--- src/gfps_pkg.sv ---
// Package with widths, status codes and the slot entry type of the GNSS frame pair sync.
package gfps_pkg;

	localparam int TIME_W = 30;
	localparam int ROLL_W = 16;
	localparam int PAY_W  = 64;
	localparam int WIN_W  = 10;
	localparam int SLOT_W = 3;

	localparam logic [WIN_W-1:0] WIN_RESET = WIN_W'(10);

	typedef enum logic [1:0] {
		ST_PAIRED  = 2'd0,
		ST_STORED  = 2'd1,
		ST_NO_TIME = 2'd2,
		ST_FULL    = 2'd3
	} status_t;

	typedef struct packed {
		logic              holds_main;
		logic [TIME_W-1:0] time_ms;
		logic [ROLL_W-1:0] roll;
		logic [PAY_W-1:0]  payload;
	} slot_entry_t;

endpackage

--- src/gnss_frame_pair_sync.sv ---
// Top level of the GNSS frame pair sync: sequencer that scans the slot table one slot at a time.
// A request with a valid time scans from slot 0 and ends at the first matching slot, else at the
// last slot; one with no valid time is rejected unscanned. Each slot passes a read and a compare
// state through one shared difference and compare unit, and a held result stalls the sequencer.
// A new request is taken only after the last result is issued; in_ready is high only while idle.
// Reset (arst_n low): all slots free, window back to 10 ms, no result pending; no clearing pass.
module gnss_frame_pair_sync #(
	parameter int SLOTS = 8
) (
	input  logic                                  clk,
	input  logic                                  arst_n,
	input  logic                                  cfg_we,
	input  logic [gfps_pkg::WIN_W-1:0]            cfg_wdata,
	input  logic                                  in_valid,
	output logic                                  in_ready,
	input  logic                                  main_time_valid,
	input  logic [gfps_pkg::TIME_W-1:0]           main_time,
	input  logic                                  sub_time_valid,
	input  logic [gfps_pkg::TIME_W-1:0]           sub_time,
	input  logic signed [gfps_pkg::ROLL_W-1:0]    roll,
	input  logic [gfps_pkg::PAY_W-1:0]            payload,
	output logic                                  out_valid,
	input  logic                                  out_ready,
	output logic [1:0]                            status,
	output logic [gfps_pkg::SLOT_W-1:0]           slot,
	output logic [gfps_pkg::PAY_W-1:0]            out_payload,
	output logic [gfps_pkg::TIME_W-1:0]           out_main_time,
	output logic [gfps_pkg::TIME_W-1:0]           out_sub_time,
	output logic signed [gfps_pkg::ROLL_W-1:0]    out_roll
);

	localparam int IDX_W = (SLOTS > 1) ? $clog2(SLOTS) : 1;
	localparam logic [IDX_W-1:0] LAST_IDX = IDX_W'(SLOTS - 1);

	typedef enum logic [1:0] {
		S_IDLE,
		S_READ,
		S_CMP,
		S_REJ
	} state_t;

	state_t                              state_q;
	logic [IDX_W-1:0]                    idx_q;
	logic [SLOTS-1:0]                    busy_q;
	logic                                free_found_q;
	logic [IDX_W-1:0]                    free_idx_q;
	logic [gfps_pkg::WIN_W-1:0]          win_q;
	logic                                is_main_q;
	logic [gfps_pkg::TIME_W-1:0]         key_q;
	logic [gfps_pkg::ROLL_W-1:0]         roll_q;
	logic [gfps_pkg::PAY_W-1:0]          pay_q;
	logic                                out_valid_q;
	gfps_pkg::status_t                   status_q;
	logic [gfps_pkg::SLOT_W-1:0]         slot_q;
	logic [gfps_pkg::PAY_W-1:0]          out_pay_q;
	logic [gfps_pkg::TIME_W-1:0]         out_mt_q;
	logic [gfps_pkg::TIME_W-1:0]         out_st_q;
	logic [gfps_pkg::ROLL_W-1:0]         out_roll_q;

	gfps_pkg::slot_entry_t               rd_entry;
	gfps_pkg::slot_entry_t               wr_entry;
	logic                                mem_we;
	logic [IDX_W-1:0]                    wr_addr;
	logic                                out_free;
	logic                                emit;
	logic [gfps_pkg::TIME_W:0]           diff_ab;
	logic [gfps_pkg::TIME_W:0]           diff_ba;
	logic [gfps_pkg::TIME_W-1:0]         abs_diff;
	logic                                hit;
	logic                                last;
	logic                                cur_busy;
	logic                                store_ok;
	logic [IDX_W+gfps_pkg::SLOT_W-1:0]   idx_ext;
	logic [IDX_W+gfps_pkg::SLOT_W-1:0]   wr_ext;

	assign out_free = !out_valid_q || out_ready;
	assign cur_busy = busy_q[idx_q];
	assign last     = (idx_q == LAST_IDX);

	assign diff_ab  = {1'b0, rd_entry.time_ms} - {1'b0, key_q};
	assign diff_ba  = {1'b0, key_q} - {1'b0, rd_entry.time_ms};
	assign abs_diff = diff_ab[gfps_pkg::TIME_W] ? diff_ba[gfps_pkg::TIME_W-1:0]
	                                            : diff_ab[gfps_pkg::TIME_W-1:0];
	assign hit      = cur_busy && (rd_entry.holds_main != is_main_q) &&
	                  (abs_diff <= gfps_pkg::TIME_W'(win_q));

	assign store_ok = free_found_q || !cur_busy;
	assign wr_addr  = free_found_q ? free_idx_q : idx_q;
	assign mem_we   = (state_q == S_CMP) && !hit && last && out_free && store_ok;
	assign emit     = out_free && (((state_q == S_CMP) && (hit || last)) || (state_q == S_REJ));

	assign wr_entry.holds_main = is_main_q;
	assign wr_entry.time_ms    = key_q;
	assign wr_entry.roll       = roll_q;
	assign wr_entry.payload    = pay_q;

	assign idx_ext = {{gfps_pkg::SLOT_W{1'b0}}, idx_q};
	assign wr_ext  = {{gfps_pkg::SLOT_W{1'b0}}, wr_addr};

	gfps_slot_mem #(
		.DEPTH (SLOTS),
		.AW    (IDX_W)
	) u_mem (
		.clk   (clk),
		.we    (mem_we),
		.waddr (wr_addr),
		.wdata (wr_entry),
		.raddr (idx_q),
		.rdata (rd_entry)
	);

	always_ff @(posedge clk or negedge arst_n) begin
		if (!arst_n) begin
			state_q      <= S_IDLE;
			idx_q        <= '0;
			busy_q       <= '0;
			free_found_q <= 1'b0;
			free_idx_q   <= '0;
			win_q        <= gfps_pkg::WIN_RESET;
			is_main_q    <= 1'b0;
			key_q        <= '0;
			roll_q       <= '0;
			pay_q        <= '0;
			out_valid_q  <= 1'b0;
			status_q     <= gfps_pkg::ST_PAIRED;
			slot_q       <= '0;
			out_pay_q    <= '0;
			out_mt_q     <= '0;
			out_st_q     <= '0;
			out_roll_q   <= '0;
		end else begin
			if (cfg_we) begin
				win_q <= cfg_wdata;
			end
			if (emit) begin
				out_valid_q <= 1'b1;
			end else if (out_ready) begin
				out_valid_q <= 1'b0;
			end
			case (state_q)
				S_IDLE: begin
					if (in_valid) begin
						is_main_q    <= main_time_valid;
						key_q        <= main_time_valid ? main_time : sub_time;
						roll_q       <= roll;
						pay_q        <= payload;
						idx_q        <= '0;
						free_found_q <= 1'b0;
						state_q      <= (main_time_valid || sub_time_valid) ? S_READ : S_REJ;
					end
				end
				S_READ: begin
					state_q <= S_CMP;
				end
				S_CMP: begin
					if (hit) begin
						if (out_free) begin
							status_q      <= gfps_pkg::ST_PAIRED;
							slot_q        <= idx_ext[gfps_pkg::SLOT_W-1:0];
							out_pay_q     <= is_main_q ? pay_q : rd_entry.payload;
							out_mt_q      <= rd_entry.holds_main ? rd_entry.time_ms : key_q;
							out_st_q      <= is_main_q ? rd_entry.time_ms : key_q;
							out_roll_q    <= is_main_q ? rd_entry.roll : roll_q;
							busy_q[idx_q] <= 1'b0;
							state_q       <= S_IDLE;
						end
					end else if (last) begin
						if (out_free) begin
							out_pay_q   <= '0;
							out_mt_q    <= '0;
							out_st_q    <= '0;
							out_roll_q  <= '0;
							if (store_ok) begin
								status_q        <= gfps_pkg::ST_STORED;
								slot_q          <= wr_ext[gfps_pkg::SLOT_W-1:0];
								busy_q[wr_addr] <= 1'b1;
							end else begin
								status_q <= gfps_pkg::ST_FULL;
								slot_q   <= '0;
							end
							state_q <= S_IDLE;
						end
					end else begin
						if (!cur_busy && !free_found_q) begin
							free_found_q <= 1'b1;
							free_idx_q   <= idx_q;
						end
						idx_q   <= idx_q + IDX_W'(1);
						state_q <= S_READ;
					end
				end
				S_REJ: begin
					if (out_free) begin
						status_q    <= gfps_pkg::ST_NO_TIME;
						slot_q      <= '0;
						out_pay_q   <= '0;
						out_mt_q    <= '0;
						out_st_q    <= '0;
						out_roll_q  <= '0;
						state_q     <= S_IDLE;
					end
				end
				default: begin
					state_q <= S_IDLE;
				end
			endcase
		end
	end

	assign in_ready      = (state_q == S_IDLE);
	assign out_valid     = out_valid_q;
	assign status        = status_q;
	assign slot          = slot_q;
	assign out_payload   = out_pay_q;
	assign out_main_time = out_mt_q;
	assign out_sub_time  = out_st_q;
	assign out_roll      = out_roll_q;

	// A pairing frees the slot that matched.
	a_pair_frees: assert property (@(posedge clk) disable iff (!arst_n)
		(state_q == S_CMP && hit && out_free) |=> !busy_q[$past(idx_q)])
		else $error("matched slot still busy after pairing");

	// A stored packet leaves its slot busy.
	a_store_busy: assert property (@(posedge clk) disable iff (!arst_n)
		mem_we |=> busy_q[$past(wr_addr)])
		else $error("stored slot not marked busy");

	// The table is reported full only when every slot is busy.
	a_full_all_busy: assert property (@(posedge clk) disable iff (!arst_n)
		(state_q == S_CMP && !hit && last && out_free && !store_ok) |-> (&busy_q))
		else $error("table full reported with a free slot");

endmodule

--- src/gfps_slot_mem.sv ---
// Slot table storage: one write port and one registered read port.
module gfps_slot_mem #(
	parameter int DEPTH = 8,
	parameter int AW    = 3
) (
	input  logic                clk,
	input  logic                we,
	input  logic [AW-1:0]       waddr,
	input  gfps_pkg::slot_entry_t wdata,
	input  logic [AW-1:0]       raddr,
	output gfps_pkg::slot_entry_t rdata
);

	gfps_pkg::slot_entry_t mem [DEPTH];

	always_ff @(posedge clk) begin
		if (we) begin
			mem[waddr] <= wdata;
		end
		rdata <= mem[raddr];
	end

endmodule
--- config.mk ---
export PLATFORM = sky130hd
export DESIGN_NAME = gnss_frame_pair_sync
export DESIGN_NICKNAME = d
export VERILOG_FILES = /design/src/gfps_pkg.sv /design/src/gnss_frame_pair_sync.sv /design/src/gfps_slot_mem.sv
export SDC_FILE = /design/constraint.sdc
export NUM_CORES = 2
export LEC_CHECK = 0
export BUFFER_PORTS_ARGS = -buffer_cell sky130_fd_sc_hd__buf_2
export CAP_MARGIN = 20
export CORE_MARGIN = 2
export CORE_UTILIZATION = 46
export DETAILED_ROUTE_END_ITERATION = 8
export GPL_ROUTABILITY_DRIVEN = 0
export GPL_TIMING_DRIVEN = 1
export PLACE_DENSITY = 0.7
export SLEW_MARGIN = 20
export SYNTH_ARGS = -nofsm -noshare
export SYNTH_HDL_FRONTEND = slang
export SYNTH_SLANG_ARGS = --single-unit
export TNS_END_PERCENT = 1
--- constraint.sdc ---
create_clock -name clk -period 19.1 [get_ports clk]
set_input_delay 2.865 -clock clk [delete_from_list [all_inputs] [get_ports clk]]
set_output_delay 2.865 -clock clk [all_outputs]
set_load 0.01 [all_outputs]
==> impl_metrics.toml <==
[status]
status = "finished, final reports clean"

[timing]
clock_skew_ns = 0.03344
hold_violations = 0
setup_viol = 0
relSlewSlack_pct = 20.88
layout_min_cycle_time_ns = 7.631
rsz0062_at_grt = "no"
fmax_ghz = 0.1310
setup_tns_ns = 0
max_slew.worst_pin.slew_ns = 1.187
fin_crit_sh_pct = 39.95
setup_slack_ns = 11.47
slew_violations = 0

[detailed_routing]
viasPerCell = 6.017
antenna_left = 0
wirelength_um = 129200
drc_errors = 0
wl_per_cell_um = 25.34
dr.pass1.iters = 8
vias = 30680
drt_iter0_markers = 3728

[finish]
num_antenna_cells = 0
syn2layout_area_growth_pct = 14.04
fin_area_um2 = 56820
drive_above_1_share_pct = 17.46
final_common_cell = "edfxtp_1"
nFillCells = 8740
finish.utilization_pct = 53.00
mostFrequentLayoutCells = "edfxtp_1 (888), a22oi_1 (446), nand2_1 (312), buf_2 (302), dfrtp_1 (281)"
nNetsFinal = 3817

[clock_tree]
ctsHoldBuffers = 0
clock_insertion_delay_worst_skew_ns = 0.72
cts_resized = 0
cts.htree.levels = 3
post-cts-setup-buffers = 0
cts_buffers = 121
clk_pin_slew_ns = 0.07
cts_tree = "yes"
cts-root-buf = "clkbuf_16"
clockBufferDepth = 3
clock_sinks = 1283

[yosys]
postSynthCellCount = 3331
synth_nets = 3561
yosysWarnings = 0
async_flop_share_pct = 22.14
synth_ff_type = "edfxtp_1"
ys_ff_latch = 1283
synth.avg_cell_area_um2 = 14.96
synth_edf_count = 888
netlist_area_um2 = 49820
synthDistinctLibCells = 75
synth_seq_area_share_pct = 72.25

[min_path]
hp-class = "reg2reg"

[run]
drv_cap = 0

[grt]
grt_pass1_wl_um = 191700
grt_remaining_overflow = 0
track_usage_pct = 22.77
antenna_found_initial = 2
grt_pass1_vias = 30020
grt_max_degree = 99

[setup_path]
crit_arrival_ns = 7.96
worstSetupStartpointType = "register"
critPathKind = "reg2reg"
cp_max_fo = 60
end_kind = "register"
worstPathRequired_ns = 19.43

[pwr]
power.density_nw_per_um2 = 158.0
p_leak_uw = 0.02125
power_uw = 8976
vdd_drop_max_v = 0.0001064

[placed_design]
port_buffers = 303
pre_cts_ws_ns = 11.58
dp_hpwl_um = 72620
placed_area_um2 = 52660

[floorplanning]
rows = 120
die_area_um2 = 111000
io_pins = 304
start_util_pct = 46.47
core_area_um2 = 107200
die_x_um = 333.1
die_h_um = 333.1
[power breakdown]
group	internal [uW]	switching, uW	total [uW]
clock	1410	1050	2460
combinational	893	1680	2570
sequential	3500	444	3940
[synth_stat cells (5+ instances only)]
| cell type | number | area (um2) |
|---|---|---|
| o21bai_1 | 6 | 45.04 |
| nor2b_1 | 6 | 37.54 |
| buf_6 | 10 | 112.6 |
| and3_1 | 7 | 43.79 |
| edfxtp_1 | 888 | 26670 |
| o2bb2ai_1 | 88 | 770.7 |
| o21a_1 | 14 | 105.1 |
| a22oi_1 | 446 | 3348 |
| a21oi_1 | 97 | 485.5 |
| o2bb2ai_2 | 60 | 900.9 |
| nor2_1 | 81 | 304.0 |
| dfrtp_1 | 282 | 7057 |
| and4_1 | 6 | 52.55 |
| a31oi_1 | 15 | 93.84 |
| buf_2 | 37 | 185.2 |
| buf_1 | 12 | 45.04 |
| inv_1 | 78 | 292.8 |
| dfxtp_1 | 111 | 2222 |
| nand3_1 | 20 | 100.1 |
| a211oi_1 | 13 | 97.59 |
| xnor2_1 | 12 | 105.1 |
| nand2b_1 | 5 | 31.28 |
| o21ai_0 | 47 | 235.2 |
| mux2_2 | 6 | 67.56 |
| or2_2 | 5 | 31.28 |
| nor3_1 | 16 | 80.08 |
| o211ai_1 | 6 | 45.04 |
| nand2_1 | 312 | 1171 |
| a221oi_1 | 5 | 43.79 |
| a21o_1 | 19 | 142.6 |
| nor3b_1 | 6 | 45.04 |
| mux2i_1 | 182 | 1822 |
| clkbuf_1 | 155 | 581.8 |
| xor2_1 | 12 | 105.1 |
| nand4_1 | 126 | 788.3 |
| ha_1 | 71 | 888.4 |
[final cells by class]
type	count	area [um2]	area share [%]
repair buffers	350	1892	3.330
flip-flops and latches	1283	36000	63.37
well taps	1403	1755	3.090
inverters	78	292.8	0.5153
clock buffers	168	3430	6.036
multi-input cells	1753	12720	22.40
clock inverters	63	719.4	1.266
[metrics by stage]
| stage | hold WS (ns) | cells |
|---|---|---|
| global route | 0.4855 | 5098 |
| CTS | 0.4584 | 5098 |
| floorplan | 0.4444 | 3331 |
| finish | 0.4616 | 5098 |
| global placement | 0.4513 | 4867 |
| detailed placement | 0.4570 | 4867 |
[sequential cells by signal (all words and copies together), names as in the netlist, 8 cells and up]
name and flops:
u_mem.mem 888, pay_q 64, win_q 10, key_q 30
out_sub_time 30, out_roll 16, roll_q 16, u_mem.rdata 111
out_main_time 30, out_payload 64, busy_q 8
[path summary, 6_finish.rpt]
| kind | start | to | slack, ns | cells after the start |
|---|---|---|---|---|
| worst min register to register | u_mem.mem[4][101] | u_mem.rdata[101] | 0.46 | 2 |
| max in group asynchronous | arst_n | is_main_q | 15.42 | 2 |
| worst max-delay path | key_q[5] | u_mem.mem[1][34] | 11.47 | 22 |
| min in group asynchronous | arst_n | win_q[0] | 2.21 | 1 |
| worst min-delay path | u_mem.mem[4][101] | u_mem.rdata[101] | 0.46 | 2 |
| worst max register to register | key_q[5] | u_mem.mem[1][34] | 11.47 | 22 |
[critical path: stages, from the launching register on]
cell       delay (ns)
dfrtp_1          0.55
inv_1            0.08
ha_1             0.48
a21oi_1          0.24
o221ai_1         0.25
a221oi_2         0.55
o211a_1          0.77
mux2i_1          0.32
xnor2_1          0.09
ha_1             0.30
a21o_1           0.11
a21oi_1          0.06
nor2b_1          0.09
o21ai_0          0.07
nand3_1          0.07
a2111oi_0        0.10
and4b_1          0.24
and4b_1          0.17
buf_4            0.23
o21bai_1         0.44
nor2_4           0.19
buf_4            0.73
buf_4            0.93
[layer usage]
layer / up-vias / track usage [%] / routed length [um]
met2: 1582 / 36.05 / 60090
met4: 2 / 6.547 / 3072
li1: 13470 / - / -
met5: - / 0 / 13
met3: 219 / 4.419 / 12060
met1: 15400 / 32.12 / 53940
[kinds of logic after synthesis]
group,synth area share [%]
adders and majority gates,1.863
AOI/OAI and AO/OA,13.36
muxes,3.837
and+or+nand+nor,5.784
DFF,72.25
buffers and inverters,2.484
xor gates and xnor gates,0.4219
Note: power is estimated with default switching activity, not from simulation.
